==> src/sv/tfs_pkg.sv <==
// Shared types and constants for the timed feeder sequencer.
`timescale 1ns / 1ps

package tfs_pkg;

    // Configuration register widths and indexes.
    localparam int CFG_IDX_W  = 3;
    localparam int CFG_DATA_W = 27;

    typedef enum logic [CFG_IDX_W-1:0] {
        REG_AUTO_INTERVAL = 3'd0,
        REG_OPEN_HOLD     = 3'd1,
        REG_FEED_HOLD     = 3'd2,
        REG_CLOSE_HOLD    = 3'd3,
        REG_PH_ALARM      = 3'd4
    } t_reg_idx;

    localparam logic [26:0] AUTO_INTERVAL_RST = 27'd10000;
    localparam logic [15:0] OPEN_HOLD_RST     = 16'd500;
    localparam logic [15:0] FEED_HOLD_RST     = 16'd1000;
    localparam logic [15:0] CLOSE_HOLD_RST    = 16'd500;
    localparam logic [9:0]  PH_ALARM_RST      = 10'd511;

    // Saturation limits of the step counters.
    localparam logic [15:0] ELAPSED_MAX = 16'hFFFF;
    localparam logic [26:0] SINCE_MAX   = 27'h7FF_FFFF;

    // Gate servo outputs.
    localparam logic [7:0]  SERVO_OPEN_DEG   = 8'd90;
    localparam logic [7:0]  SERVO_CLOSED_DEG = 8'd0;
    localparam logic [11:0] PULSE_CLOSED_US  = 12'd500;
    localparam logic [11:0] PULSE_OPEN_US    = 12'(500 + (90 * 2000) / 180);

    // Feed level: floor(d * 100 / 580) = floor(5d / 29) = (d * 2825) >> 14 for d <= 580.
    localparam logic [14:0] ECHO_FULL_SCALE = 15'd580;
    localparam logic [11:0] LEVEL_RECIP     = 12'd2825;
    localparam int          LEVEL_SHIFT     = 14;

    // Whole seconds: floor((left >> 3) / 125) via reciprocal 2^31 / 125 rounded up.
    localparam logic [24:0] SEC_RECIP  = 25'd17179870;
    localparam int          SEC_SHIFT  = 31;
    // Hours: floor((secs >> 4) / 225) via reciprocal 2^22 / 225 rounded up.
    localparam logic [14:0] HOUR_RECIP = 15'd18642;
    localparam int          HOUR_SHIFT = 22;
    // Minutes: floor((rem >> 2) / 15) via reciprocal 2^14 / 15 rounded up.
    localparam logic [10:0] MIN_RECIP  = 11'd1093;
    localparam int          MIN_SHIFT  = 14;

    localparam logic [17:0] SECS_PER_HOUR = 18'd3600;
    localparam logic [11:0] SECS_PER_MIN  = 12'd60;
    localparam logic [5:0]  HOURS_MAX     = 6'd31;

    typedef struct packed {
        logic [26:0] auto_interval_ms;
        logic [15:0] open_hold_ms;
        logic [15:0] feed_hold_ms;
        logic [15:0] close_hold_ms;
        logic [9:0]  ph_alarm_level;
    } t_cfg;

    // Per-item status that rides along the output pipeline unchanged.
    typedef struct packed {
        logic [1:0] phase;
        logic       gate_open;
        logic       lamp_on;
        logic       ph_high;
        logic       auto_done;
    } t_flags;

    // Sequencer result handed to the arithmetic pipeline.
    typedef struct packed {
        t_flags      flags;
        logic [9:0]  echo_gap;
        logic [26:0] left_ms;
    } t_stage_a;

    // Record carried through the arithmetic pipeline; fields fill in stage by stage.
    typedef struct packed {
        t_flags      flags;
        logic [6:0]  level;
        logic [17:0] secs;
        logic [5:0]  hours;
        logic [11:0] rem;
        logic [5:0]  minutes;
        logic [5:0]  seconds;
    } t_dstage;

endpackage

==> src/sv/tfs_if.sv <==
// Input and result channel interfaces for the timed feeder sequencer.
`timescale 1ns / 1ps

interface tfs_in_if;
    logic        valid;
    logic        ready;
    logic        tick;
    logic        button_down;
    logic [9:0]  ph_sample;
    logic [14:0] echo_us;

    modport source (output valid, tick, button_down, ph_sample, echo_us, input ready);
    modport sink   (input valid, tick, button_down, ph_sample, echo_us, output ready);
endinterface

interface tfs_out_if;
    logic        valid;
    logic        ready;
    logic [1:0]  phase;
    logic [7:0]  servo_angle;
    logic [11:0] servo_pulse_us;
    logic        lamp_on;
    logic        ph_high;
    logic [6:0]  feed_level_pct;
    logic [4:0]  wait_hours;
    logic [5:0]  wait_minutes;
    logic [5:0]  wait_seconds;
    logic        auto_done;

    modport source (output valid, phase, servo_angle, servo_pulse_us, lamp_on, ph_high,
                    feed_level_pct, wait_hours, wait_minutes, wait_seconds, auto_done,
                    input ready);
    modport sink   (input valid, phase, servo_angle, servo_pulse_us, lamp_on, ph_high,
                    feed_level_pct, wait_hours, wait_minutes, wait_seconds, auto_done,
                    output ready);
endinterface

==> src/sv/tfs_cfg.sv <==
// Configuration register file for the timed feeder sequencer.
`timescale 1ns / 1ps

module tfs_cfg import tfs_pkg::*; (
    input  logic                  i_clk,
    input  logic                  i_rst_n,
    input  logic                  i_cfg_we,
    input  logic [CFG_IDX_W-1:0]  i_cfg_idx,
    input  logic [CFG_DATA_W-1:0] i_cfg_data,
    output t_cfg                  o_cfg
);

    t_cfg r_cfg;

    always_ff @(posedge i_clk) begin
        if (!i_rst_n) begin
            r_cfg.auto_interval_ms <= AUTO_INTERVAL_RST;
            r_cfg.open_hold_ms     <= OPEN_HOLD_RST;
            r_cfg.feed_hold_ms     <= FEED_HOLD_RST;
            r_cfg.close_hold_ms    <= CLOSE_HOLD_RST;
            r_cfg.ph_alarm_level   <= PH_ALARM_RST;
        end else if (i_cfg_we) begin
            case (t_reg_idx'(i_cfg_idx))
                REG_AUTO_INTERVAL: r_cfg.auto_interval_ms <= i_cfg_data;
                REG_OPEN_HOLD:     r_cfg.open_hold_ms     <= i_cfg_data[15:0];
                REG_FEED_HOLD:     r_cfg.feed_hold_ms     <= i_cfg_data[15:0];
                REG_CLOSE_HOLD:    r_cfg.close_hold_ms    <= i_cfg_data[15:0];
                REG_PH_ALARM:      r_cfg.ph_alarm_level   <= i_cfg_data[9:0];
                default: begin
                end
            endcase
        end
    end

    assign o_cfg = r_cfg;

endmodule

==> src/sv/tfs_seq.sv <==
// Phase sequencer with step counters and the first pipeline register.
`timescale 1ns / 1ps

module tfs_seq import tfs_pkg::*; (
    input  logic          i_clk,
    input  logic          i_rst_n,
    input  t_cfg          i_cfg,
    tfs_in_if.sink        i_feed,
    output t_stage_a      o_a,
    output logic          o_a_valid,
    input  logic          i_a_ready
);

    typedef enum logic [1:0] {
        PH_IDLE    = 2'd0,
        PH_OPENING = 2'd1,
        PH_FEEDING = 2'd2,
        PH_CLOSING = 2'd3
    } t_phase;

    t_phase      r_phase, n_phase;
    logic        r_auto, n_auto;
    logic        r_gate, n_gate;
    logic [15:0] r_elapsed, n_elapsed;
    logic [26:0] r_since, n_since;
    logic        n_done;
    t_stage_a    r_a, n_a;
    logic        r_a_valid;
    logic        w_accept;

    assign i_feed.ready = !r_a_valid || i_a_ready;
    assign w_accept     = i_feed.valid && i_feed.ready;

    always_comb begin
        n_phase   = r_phase;
        n_auto    = r_auto;
        n_gate    = r_gate;
        n_elapsed = r_elapsed;
        n_since   = r_since;
        n_done    = 1'b0;

        if (i_feed.tick) begin
            if (r_elapsed != ELAPSED_MAX) begin
                n_elapsed = r_elapsed + 16'd1;
            end
            if (r_since != SINCE_MAX) begin
                n_since = r_since + 27'd1;
            end
        end

        // The button wins over the interval when both would start a cycle.
        if (r_phase == PH_IDLE) begin
            if (i_feed.button_down) begin
                n_phase   = PH_OPENING;
                n_elapsed = '0;
                n_auto    = 1'b0;
                n_gate    = 1'b1;
            end else if (n_since >= i_cfg.auto_interval_ms) begin
                n_phase   = PH_OPENING;
                n_elapsed = '0;
                n_auto    = 1'b1;
                n_gate    = 1'b1;
            end
        end

        // At most one transition per item besides a start; a start can be followed by one more.
        unique case (n_phase)
            PH_IDLE: begin
            end
            PH_OPENING: begin
                if (n_elapsed >= i_cfg.open_hold_ms) begin
                    n_phase   = PH_FEEDING;
                    n_elapsed = '0;
                end
            end
            PH_FEEDING: begin
                if (n_elapsed >= i_cfg.feed_hold_ms) begin
                    n_phase   = PH_CLOSING;
                    n_gate    = 1'b0;
                    n_elapsed = '0;
                end
            end
            PH_CLOSING: begin
                if (n_elapsed >= i_cfg.close_hold_ms) begin
                    n_phase   = PH_IDLE;
                    n_elapsed = '0;
                    if (n_auto) begin
                        n_since = '0;
                        n_done  = 1'b1;
                    end
                end
            end
        endcase

        n_a.flags.phase     = n_phase;
        n_a.flags.gate_open = n_gate;
        n_a.flags.lamp_on   = (n_phase != PH_IDLE);
        n_a.flags.ph_high   = (i_feed.ph_sample <= i_cfg.ph_alarm_level);
        n_a.flags.auto_done = n_done;
        n_a.echo_gap        = (i_feed.echo_us >= ECHO_FULL_SCALE) ? 10'd0
                              : 10'(ECHO_FULL_SCALE - i_feed.echo_us);
        // Time left is only shown while idle; zero makes every later time field zero.
        n_a.left_ms         = (n_phase == PH_IDLE && i_cfg.auto_interval_ms > n_since)
                              ? (i_cfg.auto_interval_ms - n_since) : 27'd0;
    end

    always_ff @(posedge i_clk) begin
        if (!i_rst_n) begin
            r_phase   <= PH_IDLE;
            r_auto    <= 1'b0;
            r_gate    <= 1'b0;
            r_elapsed <= '0;
            r_since   <= '0;
            r_a_valid <= 1'b0;
        end else begin
            if (w_accept) begin
                r_phase   <= n_phase;
                r_auto    <= n_auto;
                r_gate    <= n_gate;
                r_elapsed <= n_elapsed;
                r_since   <= n_since;
                r_a       <= n_a;
                r_a_valid <= 1'b1;
            end else if (i_a_ready) begin
                r_a_valid <= 1'b0;
            end
        end
    end

    assign o_a       = r_a;
    assign o_a_valid = r_a_valid;

    // The gate is open exactly in the opening and feeding phases.
    a_gate_phase: assert property (@(posedge i_clk) disable iff (!i_rst_n)
        r_gate == (r_phase == PH_OPENING || r_phase == PH_FEEDING))
        else $error("gate position out of step with phase");

    // A completed automatic cycle always reports the idle phase.
    a_done_idle: assert property (@(posedge i_clk) disable iff (!i_rst_n)
        (r_a_valid && r_a.flags.auto_done) |-> (r_a.flags.phase == PH_IDLE))
        else $error("auto_done outside idle");

    // The end of an automatic cycle restarts the interval count.
    a_done_restart: assert property (@(posedge i_clk) disable iff (!i_rst_n)
        (w_accept && n_done) |=> (r_since == 27'd0 && r_phase == PH_IDLE))
        else $error("interval count not restarted after automatic cycle");

endmodule

==> src/sv/tfs_div.sv <==
// Constant-divider pipeline for feed level and time to next feed.
`timescale 1ns / 1ps

module tfs_div import tfs_pkg::*; (
    input  logic          i_clk,
    input  logic          i_rst_n,
    input  t_stage_a      i_a,
    input  logic          i_a_valid,
    output logic          o_a_ready,
    tfs_out_if.source     o_res
);

    t_dstage r_b, r_c, r_d, r_e, r_f;
    t_dstage n_b, n_c, n_d, n_e, n_f;
    logic    r_vb, r_vc, r_vd, r_ve, r_vf;
    logic    w_en_b, w_en_c, w_en_d, w_en_e, w_en_f;

    logic [21:0] w_level_prod;
    logic [48:0] w_sec_prod;
    logic [28:0] w_hour_prod;
    logic [17:0] w_hour_secs;
    logic [20:0] w_min_prod;
    logic [11:0] w_min_secs;

    // A stage loads when it is empty or its content moves on.
    assign w_en_f    = !r_vf || o_res.ready;
    assign w_en_e    = !r_ve || w_en_f;
    assign w_en_d    = !r_vd || w_en_e;
    assign w_en_c    = !r_vc || w_en_d;
    assign w_en_b    = !r_vb || w_en_c;
    assign o_a_ready = w_en_b;

    always_comb begin
        // Stage B: feed level and whole seconds left.
        w_level_prod = 22'(i_a.echo_gap) * 22'(LEVEL_RECIP);
        w_sec_prod   = 49'(i_a.left_ms[26:3]) * 49'(SEC_RECIP);
        n_b          = '0;
        n_b.flags    = i_a.flags;
        n_b.level    = w_level_prod[LEVEL_SHIFT +: 7];
        n_b.secs     = w_sec_prod[SEC_SHIFT +: 18];

        // Stage C: whole hours, before saturation.
        w_hour_prod  = 29'(r_b.secs[17:4]) * 29'(HOUR_RECIP);
        n_c          = r_b;
        n_c.hours    = w_hour_prod[HOUR_SHIFT +: 6];

        // Stage D: seconds within the hour, and the hour count clipped to 31.
        w_hour_secs  = 18'(r_c.hours) * SECS_PER_HOUR;
        n_d          = r_c;
        n_d.rem      = 12'(r_c.secs - w_hour_secs);
        n_d.hours    = (r_c.hours > HOURS_MAX) ? HOURS_MAX : r_c.hours;

        // Stage E: whole minutes.
        w_min_prod   = 21'(r_d.rem[11:2]) * 21'(MIN_RECIP);
        n_e          = r_d;
        n_e.minutes  = w_min_prod[MIN_SHIFT +: 6];

        // Stage F: seconds within the minute.
        w_min_secs   = 12'(r_e.minutes) * SECS_PER_MIN;
        n_f          = r_e;
        n_f.seconds  = 6'(r_e.rem - w_min_secs);
    end

    always_ff @(posedge i_clk) begin
        if (!i_rst_n) begin
            r_vb <= 1'b0;
            r_vc <= 1'b0;
            r_vd <= 1'b0;
            r_ve <= 1'b0;
            r_vf <= 1'b0;
        end else begin
            if (w_en_b) r_vb <= i_a_valid;
            if (w_en_c) r_vc <= r_vb;
            if (w_en_d) r_vd <= r_vc;
            if (w_en_e) r_ve <= r_vd;
            if (w_en_f) r_vf <= r_ve;
        end
    end

    always_ff @(posedge i_clk) begin
        if (w_en_b) r_b <= n_b;
        if (w_en_c) r_c <= n_c;
        if (w_en_d) r_d <= n_d;
        if (w_en_e) r_e <= n_e;
        if (w_en_f) r_f <= n_f;
    end

    assign o_res.valid          = r_vf;
    assign o_res.phase          = r_f.flags.phase;
    assign o_res.servo_angle    = r_f.flags.gate_open ? SERVO_OPEN_DEG : SERVO_CLOSED_DEG;
    assign o_res.servo_pulse_us = r_f.flags.gate_open ? PULSE_OPEN_US : PULSE_CLOSED_US;
    assign o_res.lamp_on        = r_f.flags.lamp_on;
    assign o_res.ph_high        = r_f.flags.ph_high;
    assign o_res.feed_level_pct = r_f.level;
    assign o_res.wait_hours     = r_f.hours[4:0];
    assign o_res.wait_minutes   = r_f.minutes;
    assign o_res.wait_seconds   = r_f.seconds;
    assign o_res.auto_done      = r_f.flags.auto_done;

    // The reciprocal steps must leave proper remainders.
    a_mins_secs_range: assert property (@(posedge i_clk) disable iff (!i_rst_n)
        r_vf |-> (r_f.minutes < 6'd60 && r_f.seconds < 6'd60 && r_f.rem < 12'd3600))
        else $error("time split out of range");

    // No time to next feed is shown during a cycle.
    a_busy_no_wait: assert property (@(posedge i_clk) disable iff (!i_rst_n)
        (r_vf && r_f.flags.lamp_on) |->
        (r_f.hours == 6'd0 && r_f.minutes == 6'd0 && r_f.seconds == 6'd0))
        else $error("wait time shown while a cycle runs");

    // The feed level never exceeds full scale.
    a_level_range: assert property (@(posedge i_clk) disable iff (!i_rst_n)
        r_vb |-> (r_b.level <= 7'd100))
        else $error("feed level above 100 percent");

endmodule

==> src/sv/timed_feeder_sequencer.sv <==
// Top level of the timed feeder sequencer: config registers, sequencer, divider pipeline.
`timescale 1ns / 1ps

// Channel   Direction  Handshake            Payload
// i_feed    in         valid / ready        tick, button_down, ph_sample, echo_us
// o_res     out        valid / ready        phase, servo, lamp, pH alarm, level, wait time
// i_cfg_*   in         write enable only    register index and data
//
// One input transfer is taken every clock cycle as long as the pipeline can move.
// A result passes from its input transfer into the sequencer register, then through
// the constant-reciprocal stages B to E and into the result register, stage F. These
// stages split the time left into hours, minutes and seconds and scale the echo
// time to a percentage. A stalled result stage lets earlier stages keep filling,
// so input transfers continue until all six registers hold results. Reset is
// synchronous and active low; it returns the sequencer to idle, clears both
// counters and restores the register defaults.

module timed_feeder_sequencer import tfs_pkg::*; (
    input  logic                  i_clk,
    input  logic                  i_rst_n,
    input  logic                  i_cfg_we,
    input  logic [CFG_IDX_W-1:0]  i_cfg_idx,
    input  logic [CFG_DATA_W-1:0] i_cfg_data,
    tfs_in_if.sink                i_feed,
    tfs_out_if.source             o_res
);

    t_cfg     w_cfg;
    t_stage_a w_a;
    logic     w_a_valid;
    logic     w_a_ready;

    // Register file; the user must write it only while idle, which the block itself does not enforce.
    tfs_cfg u_cfg (
        .i_clk      (i_clk),
        .i_rst_n    (i_rst_n),
        .i_cfg_we   (i_cfg_we),
        .i_cfg_idx  (i_cfg_idx),
        .i_cfg_data (i_cfg_data),
        .o_cfg      (w_cfg)
    );

    // The sequencer updates its state on each input transfer and registers the
    // status and the raw quantities that the divider pipeline needs.
    tfs_seq u_seq (
        .i_clk     (i_clk),
        .i_rst_n   (i_rst_n),
        .i_cfg     (w_cfg),
        .i_feed    (i_feed),
        .o_a       (w_a),
        .o_a_valid (w_a_valid),
        .i_a_ready (w_a_ready)
    );

    // Divider pipeline and result register.
    tfs_div u_div (
        .i_clk     (i_clk),
        .i_rst_n   (i_rst_n),
        .i_a       (w_a),
        .i_a_valid (w_a_valid),
        .o_a_ready (w_a_ready),
        .o_res     (o_res)
    );

endmodule
==> src/flat_wrapper.sv <==
// flat-port wrapper written by rule: the top's interface ports become plain ports
module timed_feeder_sequencer_flat import tfs_pkg::*;
  (i_clk, i_rst_n, i_cfg_we, i_cfg_idx, i_cfg_data, i_feed_valid, i_feed_tick, i_feed_button_down, i_feed_ph_sample, i_feed_echo_us, i_feed_ready, o_res_valid, o_res_phase, o_res_servo_angle, o_res_servo_pulse_us, o_res_lamp_on, o_res_ph_high, o_res_feed_level_pct, o_res_wait_hours, o_res_wait_minutes, o_res_wait_seconds, o_res_auto_done, o_res_ready);
  tfs_in_if i_feed_i ();
  tfs_out_if o_res_i ();
  input  logic i_clk;
  input  logic i_rst_n;
  input  logic i_cfg_we;
  input  logic [CFG_IDX_W-1:0] i_cfg_idx;
  input  logic [CFG_DATA_W-1:0] i_cfg_data;
  input wire logic [$bits(i_feed_i.valid)-1:0] i_feed_valid;
  input wire logic [$bits(i_feed_i.tick)-1:0] i_feed_tick;
  input wire logic [$bits(i_feed_i.button_down)-1:0] i_feed_button_down;
  input wire logic [$bits(i_feed_i.ph_sample)-1:0] i_feed_ph_sample;
  input wire logic [$bits(i_feed_i.echo_us)-1:0] i_feed_echo_us;
  output wire logic [$bits(i_feed_i.ready)-1:0] i_feed_ready;
  output wire logic [$bits(o_res_i.valid)-1:0] o_res_valid;
  output wire logic [$bits(o_res_i.phase)-1:0] o_res_phase;
  output wire logic [$bits(o_res_i.servo_angle)-1:0] o_res_servo_angle;
  output wire logic [$bits(o_res_i.servo_pulse_us)-1:0] o_res_servo_pulse_us;
  output wire logic [$bits(o_res_i.lamp_on)-1:0] o_res_lamp_on;
  output wire logic [$bits(o_res_i.ph_high)-1:0] o_res_ph_high;
  output wire logic [$bits(o_res_i.feed_level_pct)-1:0] o_res_feed_level_pct;
  output wire logic [$bits(o_res_i.wait_hours)-1:0] o_res_wait_hours;
  output wire logic [$bits(o_res_i.wait_minutes)-1:0] o_res_wait_minutes;
  output wire logic [$bits(o_res_i.wait_seconds)-1:0] o_res_wait_seconds;
  output wire logic [$bits(o_res_i.auto_done)-1:0] o_res_auto_done;
  input wire logic [$bits(o_res_i.ready)-1:0] o_res_ready;
  assign i_feed_i.valid = i_feed_valid;
  assign i_feed_i.tick = i_feed_tick;
  assign i_feed_i.button_down = i_feed_button_down;
  assign i_feed_i.ph_sample = i_feed_ph_sample;
  assign i_feed_i.echo_us = i_feed_echo_us;
  assign i_feed_ready = i_feed_i.ready;
  assign o_res_valid = o_res_i.valid;
  assign o_res_phase = o_res_i.phase;
  assign o_res_servo_angle = o_res_i.servo_angle;
  assign o_res_servo_pulse_us = o_res_i.servo_pulse_us;
  assign o_res_lamp_on = o_res_i.lamp_on;
  assign o_res_ph_high = o_res_i.ph_high;
  assign o_res_feed_level_pct = o_res_i.feed_level_pct;
  assign o_res_wait_hours = o_res_i.wait_hours;
  assign o_res_wait_minutes = o_res_i.wait_minutes;
  assign o_res_wait_seconds = o_res_i.wait_seconds;
  assign o_res_auto_done = o_res_i.auto_done;
  assign o_res_i.ready = o_res_ready;
  timed_feeder_sequencer u_core (.i_clk(i_clk), .i_rst_n(i_rst_n), .i_cfg_we(i_cfg_we), .i_cfg_idx(i_cfg_idx), .i_cfg_data(i_cfg_data), .i_feed(i_feed_i), .o_res(o_res_i));
endmodule
==> config.mk <==
export PLATFORM = sky130hd
export DESIGN_NAME = timed_feeder_sequencer_flat
export DESIGN_NICKNAME = d
export VERILOG_FILES = /design/src/sv/tfs_pkg.sv /design/src/sv/tfs_if.sv /design/src/sv/tfs_cfg.sv /design/src/sv/tfs_seq.sv /design/src/sv/tfs_div.sv /design/src/sv/timed_feeder_sequencer.sv /design/src/flat_wrapper.sv
export SDC_FILE = /design/constraint.sdc
export NUM_CORES = 2
export LEC_CHECK = 0
export ABC_AREA = 1
export BUFFER_PORTS_ARGS = -buffer_cell sky130_fd_sc_hd__buf_2
export CORE_MARGIN = 1
export CORE_UTILIZATION = 35
export CTS_CLUSTER_DIAMETER = 200
export CTS_CLUSTER_SIZE = 24
export DETAILED_ROUTE_END_ITERATION = 6
export SYNTH_ARGS = -nofsm -noshare
export SYNTH_HDL_FRONTEND = slang
export SYNTH_SLANG_ARGS = --single-unit
==> constraint.sdc <==
create_clock -name i_clk -period 8.26 [get_ports i_clk]
set_clock_uncertainty 0.15 [all_clocks]
set_input_delay 0 -clock i_clk [delete_from_list [all_inputs] [get_ports i_clk]]
set_output_delay 0 -clock i_clk [all_outputs]
set_load 0.01 [all_outputs]
Yosys cells after proc, flatten, opt, wreduce, memory -nomap -nowiden

Index checks and enable logic that the tools add are counted.
W data, S select, Z words.

$add $sub $neg: 6
Multipliers: 6
Order comparisons: 8
Equality and inequality tests: 9
Muxes and demuxes: 34
Reductions and logical operators: 26

Operators by type and width:

| kind                     | count |
|---|---|
| $mux W27                 | 5 |
| $mux W16                 | 8 |
| $ge A16 B16 Y1           | 3 |
| $mul A24 B24 Y48 const B | 1 |
| $pmux W16 S3             | 1 |
| $add A27 B1 Y27 const B  | 1 |
| $ge A27 B27 Y1           | 1 |
| $gt A27 B27 Y1           | 1 |
| $mul A14 B14 Y27 const B | 1 |
| $ne A27 B27 Y1 const B   | 1 |
| $sub A27 B27 Y27         | 1 |
| $mul A10 B12 Y21 const B | 1 |
| $mul A10 B11 Y20 const B | 1 |
| $add A16 B1 Y16 const B  | 1 |
| $ne A16 B16 Y1 const B   | 1 |
| $ge A15 B10 Y1 const B   | 1 |
| $reduce_and A2 Y1        | 7 |
| $mux W2                  | 6 |
| $sub A12 B12 Y12         | 1 |
| $mux W1                  | 11 |
| $mux W11                 | 1 |
| $le A10 B10 Y1           | 1 |
| $sub A10 B10 Y10 const A | 1 |
| $mul A6 B8 Y8 const B    | 1 |
| 16 further kinds         | 31 |

Register bits after elaboration: 333
Bits of input ports: 62
Output and inout port bits: 51
Logic and storage cells: 153

Longest topological paths before layout

Depth in word-level cells: 12
Mapped depth: 53
Gate-level depth less buffers: 51

Cells and area by module

Synthesis repeated with hierarchy kept, for this count alone.

Cell total of the unflattened synthesis: 4100
Area total of the unflattened synthesis: 33957.6 um2

Modules (own cells, without submodules):

| module  | instances | cells each | area each (um2) | seq. area each (um2) |
|---|---|---|---|---|
| tfs_div | 1         | 2277       | 21546.9         | 4664.5 |
| tfs_seq | 1         | 1353       | 9039.9          | 2252.2 |
| tfs_cfg | 1         | 470        | 3370.7          | 1701.6 |

Least setup slack after synthesis

OpenSTA, ideal clock, no wires.

Kind: register -> register
Start: reg u_core.u_seq.r_since[0]
End: reg u_core.u_seq.r_a, in the netlist u_core.u_seq.o_a[26], data pin
Library setup time: 0.142 ns
Arrival: 6.693 ns
Data required time: 7.968 ns
Path slack: 1.275 ns
Stages on the path, launching flop included: 52
Path buffers: 4
Cell sequence: dfxtp_1 ha_1 nand2_2 nor2_4 nand4_1 nor2_1 nand4_1 nand2_1 nor2_1 nand4_1 nor2_1 nand3_1 xor2_1 inv_1 ha_1 a21oi_1 o21ai_0 nand2_1 (+16 left out) nand2_1 buf_2 buf_1 nand2_1 ha_1 nand2_1 o21ai_0 a21oi_1 o21ai_0 nand2_1 nand2_1 nand2_2 nand2_2 nand3_2 nand3_2 nand2_4 buf_8 a21oi_4

Cells in the longest elaborated chain, start to end: 12

Ends and longest elaborated chain:

| item                                               | line                         | text |
|---|---|---|
| start, declared                                    | tfs_seq.sv:25                | `logic [26:0] r_since, n_since;` |
| start signal, assigned                             | tfs_seq.sv:121               | `r_since <= n_since;` |
| $add A27 B1 Y27 or $ne A27 B27 Y1 (tied branches)  | tfs_seq.sv:47, tfs_seq.sv:46 |  |
| $mux W27                                           | tfs_seq.sv:46                | `if (r_since != SINCE_MAX) begin` |
| $mux W27 *                                         | tfs_seq.sv:42                | `if (i_feed.tick) begin` |
| $ge A27 B27 Y1                                     | tfs_seq.sv:58                | `end else if (n_since >= i_cfg.auto_interval_ms) begin` |
| $mux W16 or $mux W1 (tied branches)                | tfs_seq.sv:58                |  |
| $mux W16 or $mux W1 (tied branches)                | tfs_seq.sv:53                | `if (i_feed.button_down) begin` |
| $mux W16 or $mux W1 (tied branches)                | tfs_seq.sv:52                | `if (r_phase == PH_IDLE) begin` |
| $ge A16 B16 Y1, or another cell as far along       | tfs_seq.sv:84                | `if (n_elapsed >= i_cfg.close_hold_ms) begin` |
| $mux W27, or another cell as far along             | tfs_seq.sv:84                |  |
| $mux W27 or $pmux W2 S3 (tied branches)            | tfs_seq.sv:67                | `unique case (n_phase)` |
| $gt A27 B27 Y1 or $logic_not A2 Y1 (tied branches) | tfs_seq.sv:103               | `n_a.left_ms = (n_phase == PH_IDLE && i_cfg.auto_interval_ms > n_since)` |
| $logic_and A1 B1 Y1                                | tfs_seq.sv:103               |  |
| end signal, assigned                               | tfs_seq.sv:122               | `r_a <= n_a;` |
| end, declared                                      | tfs_seq.sv:27                | `t_stage_a r_a, n_a;` |

Every way passes the cells marked *; elsewhere a longest branch is shown, timed or not.
A chain may end at the register's enable or synchronous reset.

Final worst setup path

Start: reg u_core.u_seq.r_since[1]
End: reg u_core.u_seq.r_a, in the netlist u_core.u_seq.o_a[22], data pin

The elaborated chain is that of the path after synthesis.

==> flow_metrics.py <==
metrics = {
    "clock_network": {
        "cts.sinks": 330,
        "ctsHtreeMaxLevel": 1,
        "clockBufferDepth": 3,
        "clkLatencyLatePin_ns": 0.54,
        "cts_tree": "done",
        "path_clk_slew_ns": 0.11,
        "numCtsBuffers": 17,
        "cts-root-buf": "clkbuf_16",
        "postCtsSetupBuffers": 0,
    },
    "sta": {
        "max_freq_mhz": 131,
        "report.final.slew_viol_count": 0,
        "finalSetupTns_ns": 0,
        "slew-limit-headroom": 0.332,
        "setup_violations": 0,
        "setup_slack_ns": 0.597,
        "rsz0062_at_grt": "false",
        "timing.final.crit_share": 0.928,
        "hold_viol": 0,
        "fin_crit_ns": 7.66,
        "worst_pin_slew_ns": 0.999,
    },
    "worst_hold_path": {
        "hp-class": "input port to flop",
        "min_from": "i_feed_ph_sample[1]",
    },
    "synthesis": {
        "synthDistinctLibCells": 57,
        "ys_dominant_reg_cell": "edfxtp_1",
        "syn_avg_cell_area_um2": 9.11,
        "async_flop_share": 0,
        "synth_edf_count": 192,
        "synthTopCellsByArea": "ha_1 (24%), edfxtp_1 (18%), fa_1 (15%)",
        "yosys.area.top_type": "ha_1",
        "synth_top_area_frac": 0.239,
        "syn-cell-area_mm2": 0.0313,
        "yosysSeqAreaShare": 0.272,
        "yosysWarnings": 0,
        "synth-seq-cells": 330,
        "syn_inst": 3438,
    },
    "route": {
        "drt_iter0_drc": 1363,
        "viasPerCell": 4.80,
        "wl_um": 73000,
        "antenna_left": 0,
        "num_vias": 23033,
        "drc": 14,
        "firstDrtPassIters": 7,
        "routedWlPerCell_um": 15.2,
    },
    "worst_setup_path": {
        "worstPathRequired_ns": 8.51,
        "cp_top_family": "simple AND/OR/NAND/NOR gates",
        "path_max_fanout": 35,
        "r2r_start": "u_core.u_seq.r_since[1]",
        "cp_num_buf_inv": 8,
        "cpPeakStageDelay_ns": 0.40,
        "cp_slowest_cell": "dfxtp_1",
        "crit_type": "flop to flop",
        "crit_start": "u_core.u_seq.r_since[1]",
        "start_kind": "flop",
        "crit_arrival_ns": 7.91,
        "crit_top_cell": "nand2_1",
        "end_kind": "flop",
    },
    "power": {
        "combPwrFrac": 0.712,
        "intPower_mw": 6.28,
        "netSwitchingPower_mw": 5.85,
        "switching_share": 0.482,
        "p_seq_frac": 0.211,
        "powerDensity_mw_per_mm2": 351,
        "peakVddDrop_uv": 346,
        "power_frac_clock": 0.077,
        "p_leak_nw": 17.1,
    },
    "place": {
        "dp_hpwl_um": 60000,
        "pre_cts_ws_ns": 0.176,
        "io_buffers": 99,
        "dpl_cell_area_mm2": 0.0333,
        "place.gp.congestion": 0.939,
    },
    "global_route": {
        "grt-ovfl-total": 0,
        "grt_antenna_before_repair": 0,
        "grt_pass1_wl_um": 120000,
        "grt_pass1_vias": 23092,
        "grt_max_degree": 66,
        "grt_util_all_layers": 0.165,
    },
    "cells_and_area": {
        "layout.nets": 4513,
        "drive_gt1_frac": 0.0716,
        "post-route-util": 0.391,
        "n_antenna_cell": 0,
        "design_area_mm2": 0.0346,
        "areaGrowthSynthToFinish_pct": 10.4,
    },
    "outcome": {
        "status": "complete, but fails checks",
        "violations": "design-rule violations",
    },
    "floorplanning": {
        "io_pins": 113,
        "die_width_um": 301,
        "die_h_um": 301,
        "die_area_mm2": 0.0907,
        "initial_utilization": 0.354,
        "core-area_mm2": 0.0885,
        "rows": 109,
    },
    "flow_run": {
        "cap_violations": 0,
    },
}
[worst paths after layout]
path	to	slack [ns]	cells after the start
worst max-delay path	u_core.u_seq.o_a[22]	0.60	43
worst max register to register	u_core.u_seq.o_a[22]	0.60	43
worst min-delay path	u_core.u_seq.o_a[38]	0.04	3
worst min register to register	u_core.u_div.o_res.wait_hours[2]	0.27	0
[through the flow]
step	instances	total power, mW	hold slack, ns
2_1_floorplan	3449	9.24	-0.0368
3_3_place_gp	4694	11.2	0.136
3_5_place_dp	4694	11.3	0.149
4_1_cts	4796	12.3	0.0104
5_1_grt	4796	13.9	0.0437
6_report	4796	12.1	0.0361
[cell type report]
type                    count  area (um2)
inverters                 703        2640
repair buffers            220        1600
clock inverters             1        8.76
fillers                  8937       53900
multi-input cells        2351       19900
flip-flops and latches    330        8530
well taps                1165        1460
clock buffers              26         459
[per-layer routing]
metal,share of wire,vias up,global-route usage
li1,-,11641,-
met1,0.48,10878,0.230
met2,0.46,447,0.278
met3,0.040,67,0.0161
met4,0.019,0,0.0291
met5,0,-,0
[placed cells by master, fill, tap and decap left out, types with 13 or more instances in the layout]
cell type      Yosys  layout
a21oi_1          279     278
buf_2              2      99
buf_4             19      45
clkbuf_16          0      17
conb_1             2      13
dfxtp_1          138     138
dlygate4sd3_1      0      75
edfxtp_1         192     192
fa_1             229     229
ha_1             599     599
inv_1            688     688
inv_2             13      13
nand2_1          447     446
nand2_2           23      24
nand3_1          103     103
nand4_1           37      37
nor2_1           168     167
nor2_2            15      15
nor3_1            28      27
o211ai_1          36      36
o21ai_0          159     157
xnor2_1           34      34
xor2_1            64      64
[cell usage after synthesis (3+ instances only)]
master and n:
xnor2_1 34, dfxtp_1 138, a21oi_1 279, o21bai_1 6
a211oi_1 4, a21oi_2 11, buf_4 19, nor2_2 15
xor2_1 64, o221ai_1 3, o21ai_0 159, nand3b_1 5
nand2_4 4, or2_2 7, a21oi_4 4, o211ai_1 36
a221oi_1 4, a21boi_0 4, nor4_1 8, nand2_1 447
a31oi_1 7, nand3_2 5, nand4_1 37, fa_1 229
inv_1 688, ha_1 599, nor2_4 5, clkbuf_1 40
nand3_1 103, nor3_1 28, o21a_1 11, edfxtp_1 192
inv_2 13, nand2_2 23, a21o_1 11, o2111ai_1 3
nor2_1 168
[flip-flops by register name, indices dropped and copies added (netlist names), 2 cells and up]
| name | cells |
|---|---|
| u_core.u_div.n_c | 31 |
| u_core.u_seq.r_elapsed | 16 |
| u_core.u_div.n_f | 30 |
| u_core.u_div.o_res.phase | 2 |
| u_core.u_div.o_res.feed_level_pct | 7 |
| u_core.u_seq.r_phase | 2 |
| u_core.u_div.r_c | 6 |
| u_core.u_cfg.o_cfg | 85 |
| u_core.u_div.o_res.wait_seconds | 6 |
| u_core.u_div.n_d | 25 |
| u_core.u_div.n_e | 30 |
| u_core.u_seq.r_since | 27 |
| u_core.u_div.o_res.wait_hours | 5 |
| u_core.u_div.o_res.wait_minutes | 6 |
| u_core.u_seq.o_a | 40 |
[tightest hold or removal path, stage by stage]
cell    delay, ns
buf_2        0.08
ha_1         0.14
a32o_1       0.33
[cell families (layout without fill, tap and decap cells)]
logic type	count (synthesis)	after routing	share of synthesized area
AOI/OAI and AO/OA	551	551	0.0989
xor gates and xnor gates	98	98	0.0274
adders and majority gates	828	828	0.386
buffers and inverters	768	950	0.0951
DFF	330	330	0.272
other	2	13	0.000240
and+or+nand+nor	861	861	0.120
[power by group through the flow]
stage               clock (mW)  combinational [mW]  sequential (mW)
floorplan                    0                6.72             2.53
global placement             0                8.60             2.60
detailed placement           0                8.68             2.61
CTS                      0.974                8.78             2.57
global route              1.02                10.2             2.61
finish                   0.933                8.64             2.56
[timing repair]
item                                   CTS  global route
gates resized for setup                  0             9
hold buffers                            75             0
endpoints found under the hold margin  119             0
setup endpoints to repair                0            24
No activity file was read; power rests on OpenSTA's default activity.
